--- config.mk ---
export PLATFORM = sky130hd
export DESIGN_NAME = json_string_escaper_unit
export DESIGN_NICKNAME = d
export VERILOG_FILES = /design/src/hdl/jse_pkg.sv /design/src/hdl/json_string_escaper_unit.sv /design/src/hdl/jse_front.sv /design/src/hdl/jse_queue.sv /design/src/hdl/jse_back.sv
export SDC_FILE = /design/constraint.sdc
export NUM_CORES = 1
export LEC_CHECK = 0
export BUFFER_PORTS_ARGS = -buffer_cell sky130_fd_sc_hd__buf_2
export CORE_MARGIN = 10
export CORE_UTILIZATION = 37
export DETAILED_ROUTE_END_ITERATION = 7
export PLACE_DENSITY_LB_ADDON = 0.05
export SLEW_MARGIN = 5
export SYNTH_ARGS = -nofsm -noshare
export SYNTH_HDL_FRONTEND = slang
export SYNTH_HIERARCHICAL = 1
export SYNTH_SLANG_ARGS = --single-unit
--- constraint.sdc ---
create_clock -name i_clk -period 4.4 [get_ports i_clk]
set_input_delay 0.44 -clock i_clk [delete_from_list [all_inputs] [get_ports i_clk]]
set_output_delay 0.44 -clock i_clk [all_outputs]
set_load 0.02 [all_outputs]
--- src/hdl/jse_pkg.sv ---
// jse_pkg: shared types and constants for the JSON string escaper.
// Holds the queue entry type, status codes and byte constants.
// No dependencies; every other file in hdl imports it.
`timescale 1ns / 1ps
`default_nettype none
package jse_pkg;

    localparam int COUNT_WIDTH = 16;
    localparam int LIMIT_WIDTH = 16;
    localparam int CMP_WIDTH   = ((COUNT_WIDTH > LIMIT_WIDTH) ? COUNT_WIDTH : LIMIT_WIDTH) + 2;

    localparam int QDEPTH   = 4;
    localparam int QPTR_W   = $clog2(QDEPTH);
    localparam int QCOUNT_W = $clog2(QDEPTH + 1);

    localparam logic [15:0] LIMIT_RESET = 16'd2048;

    localparam logic [1:0] ST_OK       = 2'd0;
    localparam logic [1:0] ST_OVERFLOW = 2'd1;
    localparam logic [1:0] ST_BADCHAR  = 2'd2;

    localparam logic [0:0] REG_OUTPUT_LIMIT = 1'b0;

    localparam logic [7:0] BYTE_NUL    = 8'h00;
    localparam logic [7:0] BYTE_TAB    = 8'h09;
    localparam logic [7:0] BYTE_LF     = 8'h0A;
    localparam logic [7:0] BYTE_QUOTE  = 8'h22;
    localparam logic [7:0] BYTE_SLASH  = 8'h2F;
    localparam logic [7:0] BYTE_BSLASH = 8'h5C;
    localparam logic [7:0] BYTE_LC_N   = 8'h6E;
    localparam logic [7:0] BYTE_LC_T   = 8'h74;
    localparam logic [7:0] CTRL_MAX    = 8'h1F;
    localparam logic [7:0] ASCII_MAX   = 8'h7F;

    localparam logic [7:0] MASK_C0 = 8'hC0;
    localparam logic [7:0] MASK_E0 = 8'hE0;
    localparam logic [7:0] MASK_F0 = 8'hF0;
    localparam logic [7:0] MASK_F8 = 8'hF8;
    localparam logic [7:0] PAT_CONT  = 8'h80;
    localparam logic [7:0] PAT_LEAD2 = 8'hC0;
    localparam logic [7:0] PAT_LEAD3 = 8'hE0;
    localparam logic [7:0] PAT_LEAD4 = 8'hF0;

    // One queue entry: up to four output bytes (byte i at bits 8i+7:8i),
    // index of the last byte, and the end-of-string flag with its status.
    typedef struct packed {
        logic [31:0] data;
        logic [1:0]  last;
        logic        eos;
        logic [1:0]  status;
    } t_entry;

endpackage
`default_nettype wire

--- src/hdl/json_string_escaper_unit.sv ---
// json_string_escaper_unit: top level of the streaming JSON string escaper.
// Instantiates jse_front, jse_queue and jse_back; holds the APB register.
// Depends on jse_pkg.
//
// Usage:
//  - Input channel (i_in_valid / o_in_stall / i_in_byte): one raw string byte
//    per transfer; byte 0 ends a string.
//  - Output channel (o_out_valid / i_out_stall / o_out_byte, o_end_of_string,
//    o_status): one escaped byte per transfer. The end item of a string has
//    o_end_of_string high, o_out_byte zero and the string's status.
//  - APB port: register 0 at byte address 0 is output_limit (16 bits, reset
//    2048). Write it only while the block is idle.
//  - Path: the first byte produced by an input transfer is written to the queue,
//    then loaded into the output register; then one byte per cycle, stall aside.
//  - Throughput: the output register drains one byte per cycle while the
//    receiver does not stall; an input byte produces zero to four output bytes
//    (two for an escape). The front takes a byte every cycle until the four-entry
//    queue fills; the queue depth sets how far it can run ahead.
//  - Reset (synchronous, active low) clears string state, the queue and the
//    output register, and restores output_limit to 2048.
//  - Receiver stall: the output register holds its byte; the queue fills,
//    and once full, o_in_stall rises and input transfers stop.
`timescale 1ns / 1ps
`default_nettype none
module json_string_escaper_unit import jse_pkg::*; (
    input  wire logic        i_clk,
    input  wire logic        i_rst_n,
    // input channel
    input  wire logic        i_in_valid,
    output logic             o_in_stall,
    input  wire logic [7:0]  i_in_byte,
    // output channel
    output logic             o_out_valid,
    input  wire logic        i_out_stall,
    output logic [7:0]       o_out_byte,
    output logic             o_end_of_string,
    output logic [1:0]       o_status,
    // configuration
    input  wire logic        psel,
    input  wire logic        penable,
    input  wire logic        pwrite,
    input  wire logic [2:0]  paddr,
    input  wire logic [31:0] pwdata,
    output logic [31:0]      prdata,
    output logic             pready
);

    logic [LIMIT_WIDTH-1:0] r_limit;
    logic   w_accept;
    logic   w_push;
    t_entry w_entry;
    logic   w_pop;
    t_entry w_head;
    logic   w_empty;
    logic   w_full;

    // Config register: write on the access phase, read back with zero fill.
    assign pready = 1'b1;
    assign prdata = (paddr[2] == REG_OUTPUT_LIMIT) ? {16'd0, r_limit} : 32'd0;

    always_ff @(posedge i_clk) begin
        if (!i_rst_n) begin
            r_limit <= LIMIT_RESET;
        end else if (psel && penable && pwrite && pready && paddr[2] == REG_OUTPUT_LIMIT) begin
            r_limit <= pwdata[LIMIT_WIDTH-1:0];
        end
    end

    // Hold off the sender only when the queue has no room for a new entry.
    assign o_in_stall = w_full;
    assign w_accept   = i_in_valid && !w_full;

    jse_front u_front (
        .i_clk     (i_clk),
        .i_rst_n   (i_rst_n),
        .i_accept  (w_accept),
        .i_in_byte (i_in_byte),
        .i_limit   (r_limit),
        .o_push    (w_push),
        .o_entry   (w_entry)
    );

    jse_queue u_queue (
        .i_clk   (i_clk),
        .i_rst_n (i_rst_n),
        .i_push  (w_push),
        .i_entry (w_entry),
        .i_pop   (w_pop),
        .o_head  (w_head),
        .o_empty (w_empty),
        .o_full  (w_full)
    );

    jse_back u_back (
        .i_clk           (i_clk),
        .i_rst_n         (i_rst_n),
        .i_head          (w_head),
        .i_empty         (w_empty),
        .o_pop           (w_pop),
        .i_out_stall     (i_out_stall),
        .o_out_valid     (o_out_valid),
        .o_out_byte      (o_out_byte),
        .o_end_of_string (o_end_of_string),
        .o_status        (o_status)
    );

endmodule
`default_nettype wire

--- src/hdl/jse_front.sv ---
// jse_front: accepts input bytes, tracks string state and UTF-8 sequences,
// and turns each byte into at most one queue entry.
// Depends on jse_pkg.
`timescale 1ns / 1ps
`default_nettype none
module jse_front import jse_pkg::*; (
    input  wire logic                   i_clk,
    input  wire logic                   i_rst_n,
    input  wire logic                   i_accept,
    input  wire logic [7:0]             i_in_byte,
    input  wire logic [LIMIT_WIDTH-1:0] i_limit,
    output logic                        o_push,
    output t_entry                      o_entry
);

    logic [COUNT_WIDTH-1:0] r_count, n_count;
    logic [23:0]            r_held, n_held;
    logic [2:0]             r_seq, n_seq;
    logic [1:0]             r_held_cnt, n_held_cnt;
    logic                   r_discard, n_discard;

    logic [CMP_WIDTH-1:0] w_count_x, w_limit_x;
    logic [2:0]           w_seq_m1;

    function automatic logic [31:0] place_byte(input logic [7:0] b, input logic [1:0] pos);
        logic [31:0] v;
        v = 32'd0;
        case (pos)
            2'd0: v[7:0]   = b;
            2'd1: v[15:8]  = b;
            2'd2: v[23:16] = b;
            2'd3: v[31:24] = b;
            default: v = 32'd0;
        endcase
        return v;
    endfunction

    assign w_count_x = CMP_WIDTH'(r_count);
    assign w_limit_x = CMP_WIDTH'(i_limit);
    assign w_seq_m1  = r_seq - 3'd1;

    always_comb begin
        n_count    = r_count;
        n_held     = r_held;
        n_seq      = r_seq;
        n_held_cnt = r_held_cnt;
        n_discard  = r_discard;
        o_push     = 1'b0;
        o_entry    = '{data: 32'd0, last: 2'd0, eos: 1'b0, status: ST_OK};

        if (i_accept) begin
            if (r_discard) begin
                if (i_in_byte == BYTE_NUL) begin
                    n_discard  = 1'b0;
                    n_count    = '0;
                    n_held     = '0;
                    n_seq      = '0;
                    n_held_cnt = '0;
                end
            end else if (r_seq != 3'd0) begin
                if (i_in_byte == BYTE_NUL) begin
                    // terminator inside a sequence: end the string, no discard
                    o_push         = 1'b1;
                    o_entry.eos    = 1'b1;
                    o_entry.status = ST_BADCHAR;
                    n_count        = '0;
                    n_held         = '0;
                    n_seq          = '0;
                    n_held_cnt     = '0;
                end else if ((i_in_byte & MASK_C0) != PAT_CONT) begin
                    o_push         = 1'b1;
                    o_entry.eos    = 1'b1;
                    o_entry.status = ST_BADCHAR;
                    n_discard      = 1'b1;
                    n_count        = '0;
                    n_held         = '0;
                    n_seq          = '0;
                    n_held_cnt     = '0;
                end else if ({1'b0, r_held_cnt} + 3'd1 < r_seq) begin
                    n_held     = 24'({8'd0, r_held} | place_byte(i_in_byte, r_held_cnt));
                    n_held_cnt = r_held_cnt + 2'd1;
                end else if (w_count_x + CMP_WIDTH'(r_seq) + CMP_WIDTH'(1) > w_limit_x) begin
                    // complete sequence without room
                    o_push         = 1'b1;
                    o_entry.eos    = 1'b1;
                    o_entry.status = ST_BADCHAR;
                    n_discard      = 1'b1;
                    n_count        = '0;
                    n_held         = '0;
                    n_seq          = '0;
                    n_held_cnt     = '0;
                end else begin
                    o_push       = 1'b1;
                    o_entry.data = {8'd0, r_held} | place_byte(i_in_byte, w_seq_m1[1:0]);
                    o_entry.last = w_seq_m1[1:0];
                    n_count      = r_count + COUNT_WIDTH'(r_seq);
                    n_held       = '0;
                    n_seq        = '0;
                    n_held_cnt   = '0;
                end
            end else if (i_in_byte == BYTE_NUL) begin
                o_push         = 1'b1;
                o_entry.eos    = 1'b1;
                o_entry.status = ST_OK;
                n_count        = '0;
                n_held         = '0;
                n_seq          = '0;
                n_held_cnt     = '0;
            end else if (w_count_x + CMP_WIDTH'(1) >= w_limit_x) begin
                o_push         = 1'b1;
                o_entry.eos    = 1'b1;
                o_entry.status = ST_OVERFLOW;
                n_discard      = 1'b1;
                n_count        = '0;
            end else if (i_in_byte == BYTE_QUOTE || i_in_byte == BYTE_BSLASH ||
                         i_in_byte == BYTE_SLASH || i_in_byte == BYTE_TAB ||
                         i_in_byte == BYTE_LF) begin
                if (w_count_x + CMP_WIDTH'(3) > w_limit_x) begin
                    o_push         = 1'b1;
                    o_entry.eos    = 1'b1;
                    o_entry.status = ST_OVERFLOW;
                    n_discard      = 1'b1;
                    n_count        = '0;
                end else begin
                    o_push            = 1'b1;
                    o_entry.data[7:0] = BYTE_BSLASH;
                    o_entry.data[15:8] = (i_in_byte == BYTE_LF)  ? BYTE_LC_N :
                                         (i_in_byte == BYTE_TAB) ? BYTE_LC_T : i_in_byte;
                    o_entry.last      = 2'd1;
                    n_count           = r_count + COUNT_WIDTH'(2);
                end
            end else if (i_in_byte <= CTRL_MAX) begin
                o_push         = 1'b1;
                o_entry.eos    = 1'b1;
                o_entry.status = ST_BADCHAR;
                n_discard      = 1'b1;
                n_count        = '0;
            end else if (i_in_byte <= ASCII_MAX) begin
                o_push            = 1'b1;
                o_entry.data[7:0] = i_in_byte;
                n_count           = r_count + COUNT_WIDTH'(1);
            end else if ((i_in_byte & MASK_E0) == PAT_LEAD2) begin
                n_seq      = 3'd2;
                n_held     = {16'd0, i_in_byte};
                n_held_cnt = 2'd1;
            end else if ((i_in_byte & MASK_F0) == PAT_LEAD3) begin
                n_seq      = 3'd3;
                n_held     = {16'd0, i_in_byte};
                n_held_cnt = 2'd1;
            end else if ((i_in_byte & MASK_F8) == PAT_LEAD4) begin
                n_seq      = 3'd4;
                n_held     = {16'd0, i_in_byte};
                n_held_cnt = 2'd1;
            end else begin
                o_push         = 1'b1;
                o_entry.eos    = 1'b1;
                o_entry.status = ST_BADCHAR;
                n_discard      = 1'b1;
                n_count        = '0;
            end
        end
    end

    always_ff @(posedge i_clk) begin
        if (!i_rst_n) begin
            r_count    <= '0;
            r_held     <= '0;
            r_seq      <= '0;
            r_held_cnt <= '0;
            r_discard  <= 1'b0;
        end else begin
            r_count    <= n_count;
            r_held     <= n_held;
            r_seq      <= n_seq;
            r_held_cnt <= n_held_cnt;
            r_discard  <= n_discard;
        end
    end

endmodule
`default_nettype wire

--- src/hdl/jse_queue.sv ---
// jse_queue: short flip-flop queue of entries between front and back.
// Depends on jse_pkg.
`timescale 1ns / 1ps
`default_nettype none
module jse_queue import jse_pkg::*; (
    input  wire logic   i_clk,
    input  wire logic   i_rst_n,
    input  wire logic   i_push,
    input  wire t_entry i_entry,
    input  wire logic   i_pop,
    output t_entry      o_head,
    output logic        o_empty,
    output logic        o_full
);

    t_entry              r_mem [QDEPTH];
    logic [QPTR_W-1:0]   r_wr_ptr, r_rd_ptr;
    logic [QCOUNT_W-1:0] r_count;

    assign o_head  = r_mem[r_rd_ptr];
    assign o_empty = (r_count == '0);
    assign o_full  = (r_count == QCOUNT_W'(QDEPTH));

    always_ff @(posedge i_clk) begin
        if (i_push) begin
            r_mem[r_wr_ptr] <= i_entry;
        end
    end

    always_ff @(posedge i_clk) begin
        if (!i_rst_n) begin
            r_wr_ptr <= '0;
            r_rd_ptr <= '0;
            r_count  <= '0;
        end else begin
            if (i_push) begin
                r_wr_ptr <= r_wr_ptr + QPTR_W'(1);
            end
            if (i_pop) begin
                r_rd_ptr <= r_rd_ptr + QPTR_W'(1);
            end
            case ({i_push, i_pop})
                2'b10:   r_count <= r_count + QCOUNT_W'(1);
                2'b01:   r_count <= r_count - QCOUNT_W'(1);
                default: r_count <= r_count;
            endcase
        end
    end

endmodule
`default_nettype wire

--- src/hdl/jse_back.sv ---
// jse_back: walks the bytes of the head queue entry into the output register,
// one byte per cycle, honoring the receiver's stall.
// Depends on jse_pkg.
`timescale 1ns / 1ps
`default_nettype none
module jse_back import jse_pkg::*; (
    input  wire logic   i_clk,
    input  wire logic   i_rst_n,
    input  wire t_entry i_head,
    input  wire logic   i_empty,
    output logic        o_pop,
    input  wire logic   i_out_stall,
    output logic        o_out_valid,
    output logic [7:0]  o_out_byte,
    output logic        o_end_of_string,
    output logic [1:0]  o_status
);

    logic [1:0] r_idx;
    logic       r_valid;
    logic [7:0] r_byte;
    logic       r_eos;
    logic [1:0] r_status;
    logic       w_load;
    logic [7:0] w_sel;

    assign w_load = !r_valid || !i_out_stall;
    assign o_pop  = w_load && !i_empty && (r_idx == i_head.last);

    always_comb begin
        case (r_idx)
            2'd0:    w_sel = i_head.data[7:0];
            2'd1:    w_sel = i_head.data[15:8];
            2'd2:    w_sel = i_head.data[23:16];
            2'd3:    w_sel = i_head.data[31:24];
            default: w_sel = 8'd0;
        endcase
    end

    always_ff @(posedge i_clk) begin
        if (!i_rst_n) begin
            r_valid <= 1'b0;
            r_idx   <= 2'd0;
        end else if (w_load) begin
            r_valid <= !i_empty;
            if (!i_empty) begin
                r_idx <= (r_idx == i_head.last) ? 2'd0 : r_idx + 2'd1;
            end
        end
    end

    always_ff @(posedge i_clk) begin
        if (w_load && !i_empty) begin
            r_byte   <= w_sel;
            r_eos    <= i_head.eos;
            r_status <= i_head.status;
        end
    end

    assign o_out_valid     = r_valid;
    assign o_out_byte      = r_byte;
    assign o_end_of_string = r_eos;
    assign o_status        = r_status;

endmodule
`default_nettype wire
==> flow_metrics.py, run 1 <==
metrics = {
    "status": {
        "status": "completed",
    },
    "yosys": {
        "synthTopCellsByCount": "edfxtp_1, nand2_1, nor2_1",
        "synth.distinct_cells": 88,
        "syn-mean-instance-area_um2": 11.2,
        "synth_area_leaders": "edfxtp_1, dfxtp_1, ha_1",
        "ys_ff_latch": 233,
        "yosysTopAreaCell": "edfxtp_1",
        "syn_area_um2": 13000,
        "synth_warnings": 6,
        "synthArstFlopShare_pct": 0,
        "synth_top_cell_area_share_pct": 36.7,
        "synth_edf_count": 159,
        "synthCells": 1160,
        "ys_seq_area_share_pct": 48.1,
        "synthFlopType": "edfxtp_1",
        "synth.most_common_cell": "edfxtp_1",
    },
    "timing": {
        "min_period_ns": 4.19,
        "max-slew-margin-rel_pct": 31.4,
        "finalCritPeriodShare_pct": 95.2,
        "setup_viol": 0,
        "slew_viol_final": 0,
        "setup_slack_ns": 0.211,
        "fmaxAchievable_ghz": 0.239,
        "grt_setup_unrepaired": "no",
        "final-hold-violation-count": 0,
        "tightest_slew_ns": 1.03,
        "clock_skew_ns": 0.0204,
        "holdWs_ns": 0.122,
    },
    "clocking": {
        "cts.sinks": 233,
        "htreeDepth": 1,
        "numCtsBuffers": 27,
        "postCtsHoldBufs": 0,
        "cts_max_path_buffers": 3,
        "clkLatencyLatePin_ns": 0.56,
        "root_buffer": "clkbuf_16",
        "cts_tree": "yes",
        "clk_pin_slew_worst_paths_ns": 0.07,
    },
    "power_and_ir_drop": {
        "seqPwrFrac_pct": 39.9,
        "p_comb_share_pct": 25.9,
        "p_leak_nw": 6.00,
        "p_total_mw": 6.85,
        "p_switching_mw": 2.07,
        "irDropWorstVdd_v": 0.000294,
        "pwr-share-clk_pct": 34.2,
        "intPower_mw": 4.78,
        "power_density_nw_per_um2": 444,
        "swShare_pct": 30.2,
    },
    "cells_and_area": {
        "drive_above_1_share_pct": 23.5,
        "regArea_um2": 6260,
        "post-route-util_pct": 44.6,
        "area_delta_synth_final_pct": 18.6,
        "diodes": 0,
        "fin_nets": 1426,
        "multiInputGateArea_um2": 6220,
        "nFillCells": 3264,
    },
    "grt": {
        "grt_pass1_wl_um": 58600,
        "grt_max_degree": 58,
        "grt_pass1_vias": 9417,
        "antenna_found_initial": 1,
        "grt_overflow": 0,
        "grt_usage_pct": 17.1,
    },
    "place": {
        "post-place-ws_ns": -0.102,
        "portBuffers": 60,
        "place_congestion": 0.876,
        "post-dp-hpwl_um": 28100,
    },
    "route": {
        "drt_iter0_drc": 755,
        "vias": 9596,
        "drt-wirelength-per-cell_um": 21.5,
        "finalWirelength_um": 38100,
        "firstDrtPassIters": 5,
        "ant_nets": 0,
        "post-route-drc-count": 0,
        "vias_per_cell": 5.41,
    },
    "critical_path": {
        "r2r_slack_ns": 0.21,
        "rr_startpoint": "u_front/r_count[1]$_SDFFE_PN0P_",
        "cp.arrival_ns": 4.67,
        "worstSetupEndpointType": "flip-flop",
        "crit_path_start_kind": "flip-flop",
        "critical_path.max_fanout": 15,
        "endpoint": "u_front/r_count[12]$_SDFFE_PN0P_",
        "worstReg2RegEnd": "u_front/r_count[12]$_SDFFE_PN0P_",
        "critPathKind": "flip-flop to flip-flop",
        "reg2regPathDepth": 18,
        "crit_required_ns": 4.88,
        "startpoint": "u_front/r_count[1]$_SDFFE_PN0P_",
    },
    "die": {
        "io_pins": 96,
        "rows": 68,
        "die_area_um2": 43000,
        "die_w_um": 207,
        "initial_core_util_pct": 37.6,
        "die_h_um": 207,
        "core_area_um2": 34600,
    },
    "worst_hold_path": {
        "min_from": "pwdata[9]",
        "worst_hold_path_type": "primary input to flip-flop",
    },
    "flow_run": {
        "maxCapViolCount": 0,
    },
}
metal layers:
layer | wire [um] | vias up | share of wire, % | track usage (%)
li1 | - | 4543 | - | -
met1 | 18900 | 4713 | 50 | 26.1
met2 | 16200 | 289 | 42 | 24.6
met3 | 2140 | 51 | 5.6 | 2.72
met4 | 822 | 0 | 2.2 | 3.81
met5 | 0 | - | 0 | 0
cell type report:
| cell class | instances | share of cell area (%) |
|---|---|---|
| well taps | 455 | 3.69 |
| flip-flops and latches | 233 | 40.6 |
| repair buffers | 174 | 8.00 |
| clock inverters | 14 | 1.23 |
| multi-input cells | 808 | 40.3 |
| inverters | 55 | 1.36 |
| clock buffers | 36 | 4.79 |
kinds of logic after synthesis:
family	Yosys count	share of synthesized area, %
buffers and inverters	134	5.49
other	3	0.0866
AND/OR/NAND/NOR	365	14.3
multiplexers	63	8.61
adder cells (fa/ha/maj)	77	7.58
XOR/XNOR	55	3.70
flip-flops	233	48.1
AO/OA/AOI/OAI	230	12.1
cell usage in the layout, fill, tap and decap left out, types with 6 or more instances in the layout:
master	netlist	layout
xnor2_1	27	27
inv_1	55	54
a21o_1	12	12
buf_2	13	60
a211o_1	6	6
a222oi_1	8	8
buf_12	4	6
o31ai_1	11	10
nor2b_1	23	22
ha_1	74	72
a22oi_1	10	10
nor2_1	92	88
xor2_1	28	28
nand2_1	93	91
clkbuf_16	0	27
and3_1	14	12
mux4_1	7	7
mux2i_1	26	26
nor3_1	23	19
nand4_1	16	16
mux4_2	30	30
a22o_1	13	13
buf_4	19	107
or2_2	6	6
nand3_1	32	30
conb_1	3	18
dfxtp_1	74	71
and2b_2	6	6
clkbuf_1	25	6
o21ai_0	30	29
and2_1	21	16
edfxtp_1	159	159
a21oi_1	68	66
power groups by stage:
stage,Sequential [mW],Clock (mW),Combinational (mW)
floorplan,2.84,0,1.24
global placement,2.78,0,1.77
detailed placement,2.78,0,1.77
CTS,2.74,2.41,1.78
global route,2.76,2.50,1.94
finish,2.73,2.34,1.78
worst min path at each step:
stage                                                  to  slack, ns  cells past startpoint
after floorplan           u_front/r_held[14]$_SDFFE_PN0P_       0.43                      1
after global placement    u_front/r_held[22]$_SDFFE_PN0P_       0.44                      1
after detailed placement  u_front/r_held[22]$_SDFFE_PN0P_       0.45                      1
after CTS                         r_limit[9]$_SDFFE_PN0P_        0.1                      3
after global routing              r_limit[9]$_SDFFE_PN0P_       0.12                      3
final                             r_limit[9]$_SDFFE_PN0P_       0.12                      3
critical path: stages, from the launching register on:
cell	delay [ns]
dfxtp_1	0.35
buf_6	0.15
clkinvlp_4	0.14
buf_4	0.16
ha_1	0.19
a21oi_1	0.25
or2_2	0.27
nor2_1	0.09
xor2_1	0.15
ha_1	0.32
nand4_1	0.19
or4_4	0.60
mux2i_1	0.15
buf_4	0.16
o2111ai_2	0.13
buf_12	0.20
o41ai_1	0.37
o31ai_1	0.12
o21ai_1	0.10
flip-flops by register name, indices dropped and copies added (netlist names), 2 cells and up, named ones only:
register,count
u_back/r_idx,2
u_queue/r_rd_ptr,2
u_front/r_count,16
u_back/o_out_byte,8
r_limit,16
u_queue/r_wr_ptr,2
u_front/r_seq,3
u_front/r_held_cnt,2
u_queue/r_mem,148
u_queue/r_count,3
u_front/r_held,24
u_back/o_status,2
through the flow:
stage          setup TNS [ns]  cell area (um2)  std cells
2_1_floorplan               0            13100       1175
3_3_place_gp           -0.219            14300       1720
3_5_place_dp           -0.823            14300       1720
4_1_cts                     0            15300       1770
5_1_grt                     0            15400       1775
6_report                    0            15400       1775
timing repair:
action,4_1_cts,5_1_grt
setup endpoints to repair,40,286
resized for setup,7,30
gates cloned,0,0
buffers inserted,0,5
hold endpoints to repair,0,0
pin swaps,0,11
Note: power is estimated with default switching activity, not from simulation.
==> inputs of run 2 (changes only) <==
- GPL_TIMING_DRIVEN: default -> 0
- RECOVER_POWER: default -> 50
==> flow_metrics.py, run 2 (synthesized netlist as in run 1, its figures left out) <==
metrics = {
    "timing": {
        "min_period_ns": 4.27,
        "fmaxAchievable_ghz": 0.234,
        "setup_viol": 0,
        "tns_ns": 0,
        "finalCritPeriodShare_pct": 97.1,
        "grt_setup_unrepaired": "yes",
        "slew_viol_final": 0,
        "clock_skew_ns": 0.0127,
        "final-hold-violation-count": 0,
        "tightest_slew_ns": 0.960,
        "setup_slack_ns": 0.126,
        "max-slew-margin-rel_pct": 36.0,
    },
    "critical_path": {
        "worstSetupEndpointType": "flip-flop",
        "slowest_delay_ns": 0.37,
        "critPathKind": "flip-flop to flip-flop",
        "cp_slowest_cell": "dfxtp_4",
        "worstPathCellList": "buf_4, ha_2, and3_2, nand3_4, nor2_2, xnor2_1, ha_1, a21oi_1, o211a_1, and3_4, and3_4, a21o_4, clkinvlp_4, inv_1, ha_1, inv_1, fa_1, xor2_1, or3_1, a21boi_1",
        "critical_path.max_fanout": 7,
        "crit_required_ns": 4.89,
        "cp.arrival_ns": 4.76,
        "crit_path_start_kind": "flip-flop",
    },
    "clocking": {
        "cts_tree": "yes",
        "numCtsBuffers": 28,
        "root_buffer": "clkbuf_16",
        "clkLatencyLatePin_ns": 0.56,
        "cts_max_path_buffers": 3,
        "postCtsHoldBufs": 0,
        "htreeDepth": 1,
        "clk_pin_slew_worst_paths_ns": 0.07,
        "cts.sinks": 233,
    },
    "place": {
        "post-dp-hpwl_um": 28700,
        "dpl.cell_count": 1694,
        "place_congestion": 0.888,
        "placed_area_um2": 14000,
        "post-place-ws_ns": -1.93,
        "portBuffers": 60,
    },
    "status": {
        "status": "completed",
    },
    "route": {
        "firstDrtPassIters": 5,
        "drt-wirelength-per-cell_um": 22.0,
        "drt_iter0_drc": 700,
        "finalWirelength_um": 39000,
        "ant_nets": 0,
        "post-route-drc-count": 0,
        "vias": 9710,
        "vias_per_cell": 5.47,
    },
    "power_and_ir_drop": {
        "pwr-share-clk_pct": 33.6,
        "intPower_mw": 4.77,
        "p_switching_mw": 2.18,
        "p_leak_nw": 5.93,
        "swShare_pct": 31.4,
        "irDropWorstVdd_v": 0.000344,
        "p_comb_share_pct": 27.1,
        "power_density_nw_per_um2": 439,
        "seqPwrFrac_pct": 39.2,
    },
    "die": {
        "die_area_um2": 43000,
        "die_w_um": 207,
        "core_area_um2": 34600,
        "io_pins": 96,
        "initial_core_util_pct": 37.6,
        "rows": 68,
        "die_h_um": 207,
    },
    "grt": {
        "grt_usage_pct": 17.3,
        "busiest_layer": "met1",
        "grt_pass1_vias": 9317,
        "grt_overflow": 0,
        "antenna_found_initial": 1,
        "grt_use_met2_pct": 24.9,
        "grt_max_degree": 24,
        "grt_use_met1_pct": 26.2,
        "grtUsageMet3_pct": 2.69,
        "grt_pass1_wl_um": 58800,
    },
    "cells_and_area": {
        "stdcell_area_um2": 15800,
        "fin_cells": 1774,
        "nFillCells": 3265,
        "drive_above_1_share_pct": 23.7,
        "fin_nets": 1422,
        "regArea_um2": 6270,
        "largest_reg_flops": 148,
        "multiInputGateArea_um2": 6690,
        "regMostFlops": "u_queue/r_mem",
        "area_delta_synth_final_pct": 21.7,
        "largestRegisters": "u_queue/r_mem: 148 flops, u_front/r_held: 24 flops",
        "final_common_cell": "edfxtp_1",
        "final_cell_mix": "edfxtp_1, nand2_1, ha_1",
        "post-route-util_pct": 45.7,
    },
    "flow_run": {
        "maxCapViolCount": 0,
    },
    "worst_hold_path": {
        "worst_hold_path_type": "primary input to flip-flop",
    },
}
-- run 2: area by class of cell --
cell class,count,share of cell area [%]
inverters,55,1.35
diodes,2,0.0316
repair buffers,94,3.80
flip-flops and latches,233,39.6
clock inverters,16,1.28
multi-input cells,808,42.3
well taps,455,3.60
plain buffers,75,3.39
clock buffers,36,4.68
-- run 2: timing repair --
| action | 4_1_cts | 5_1_grt |
|---|---|---|
| gates resized for setup | 120 | 53 |
| buffers inserted | 12 | 17 |
| endpoints found under the setup margin | 342 | 281 |
| gates cloned | 0 | 1 |
| hold endpoints to repair | 0 | 0 |
| pin swaps | 18 | 18 |
-- run 2: worst max-delay path, delay by kind of cell (launching register included) --
family / cells / cell delay, ns
AOI/OAI and AO/OA: 4 / 0.73
xor gates and xnor gates: 2 / 0.32
and+or+nand+nor: 6 / 1.33
buffers and inverters: 4 / 0.40
DFF: 1 / 0.37
adders and majority gates: 4 / 1.05
-- run 2: layer usage --
metal,share of wire [%],routed length (um)
met4,1.8,718
met5,0,0
met2,43,16700
met3,5.7,2220
met1,50,19400
-- run 2: stage by stage --
stage	total power [mW]	hold slack, ns
after global placement	4.65	0.446
after floorplan	4.07	0.430
after CTS	7.02	0.0978
final	6.95	0.124
after detailed placement	4.58	0.446
after global routing	7.30	0.126
-- run 2: power groups by stage --
stage / Combinational, mW / Sequential, mW / Clock (mW)
after floorplan: 1.24 / 2.84 / 0
after global placement: 1.86 / 2.79 / 0
after detailed placement: 1.81 / 2.77 / 0
after CTS: 1.90 / 2.72 / 2.40
after global routing: 2.05 / 2.75 / 2.50
final: 1.88 / 2.73 / 2.34
-- run 2: final timing paths --
| check | from | endpoint | slack, ns | cells after the start |
|---|---|---|---|---|
| setup / recovery | u_front/r_count[0]$_SDFFE_PN0P_ | u_queue/r_count[2]$_SDFFE_PN0P_ | 0.13 | 20 |
| hold / removal | pwdata[8] | r_limit[8]$_SDFFE_PN0P_ | 0.12 | 3 |
| setup reg to reg | u_front/r_count[0]$_SDFFE_PN0P_ | u_queue/r_count[2]$_SDFFE_PN0P_ | 0.13 | 20 |
| hold reg to reg | u_front/r_held[22]$_SDFFE_PN0P_ | u_front/r_held[22]$_SDFFE_PN0P_ | 0.46 | 1 |
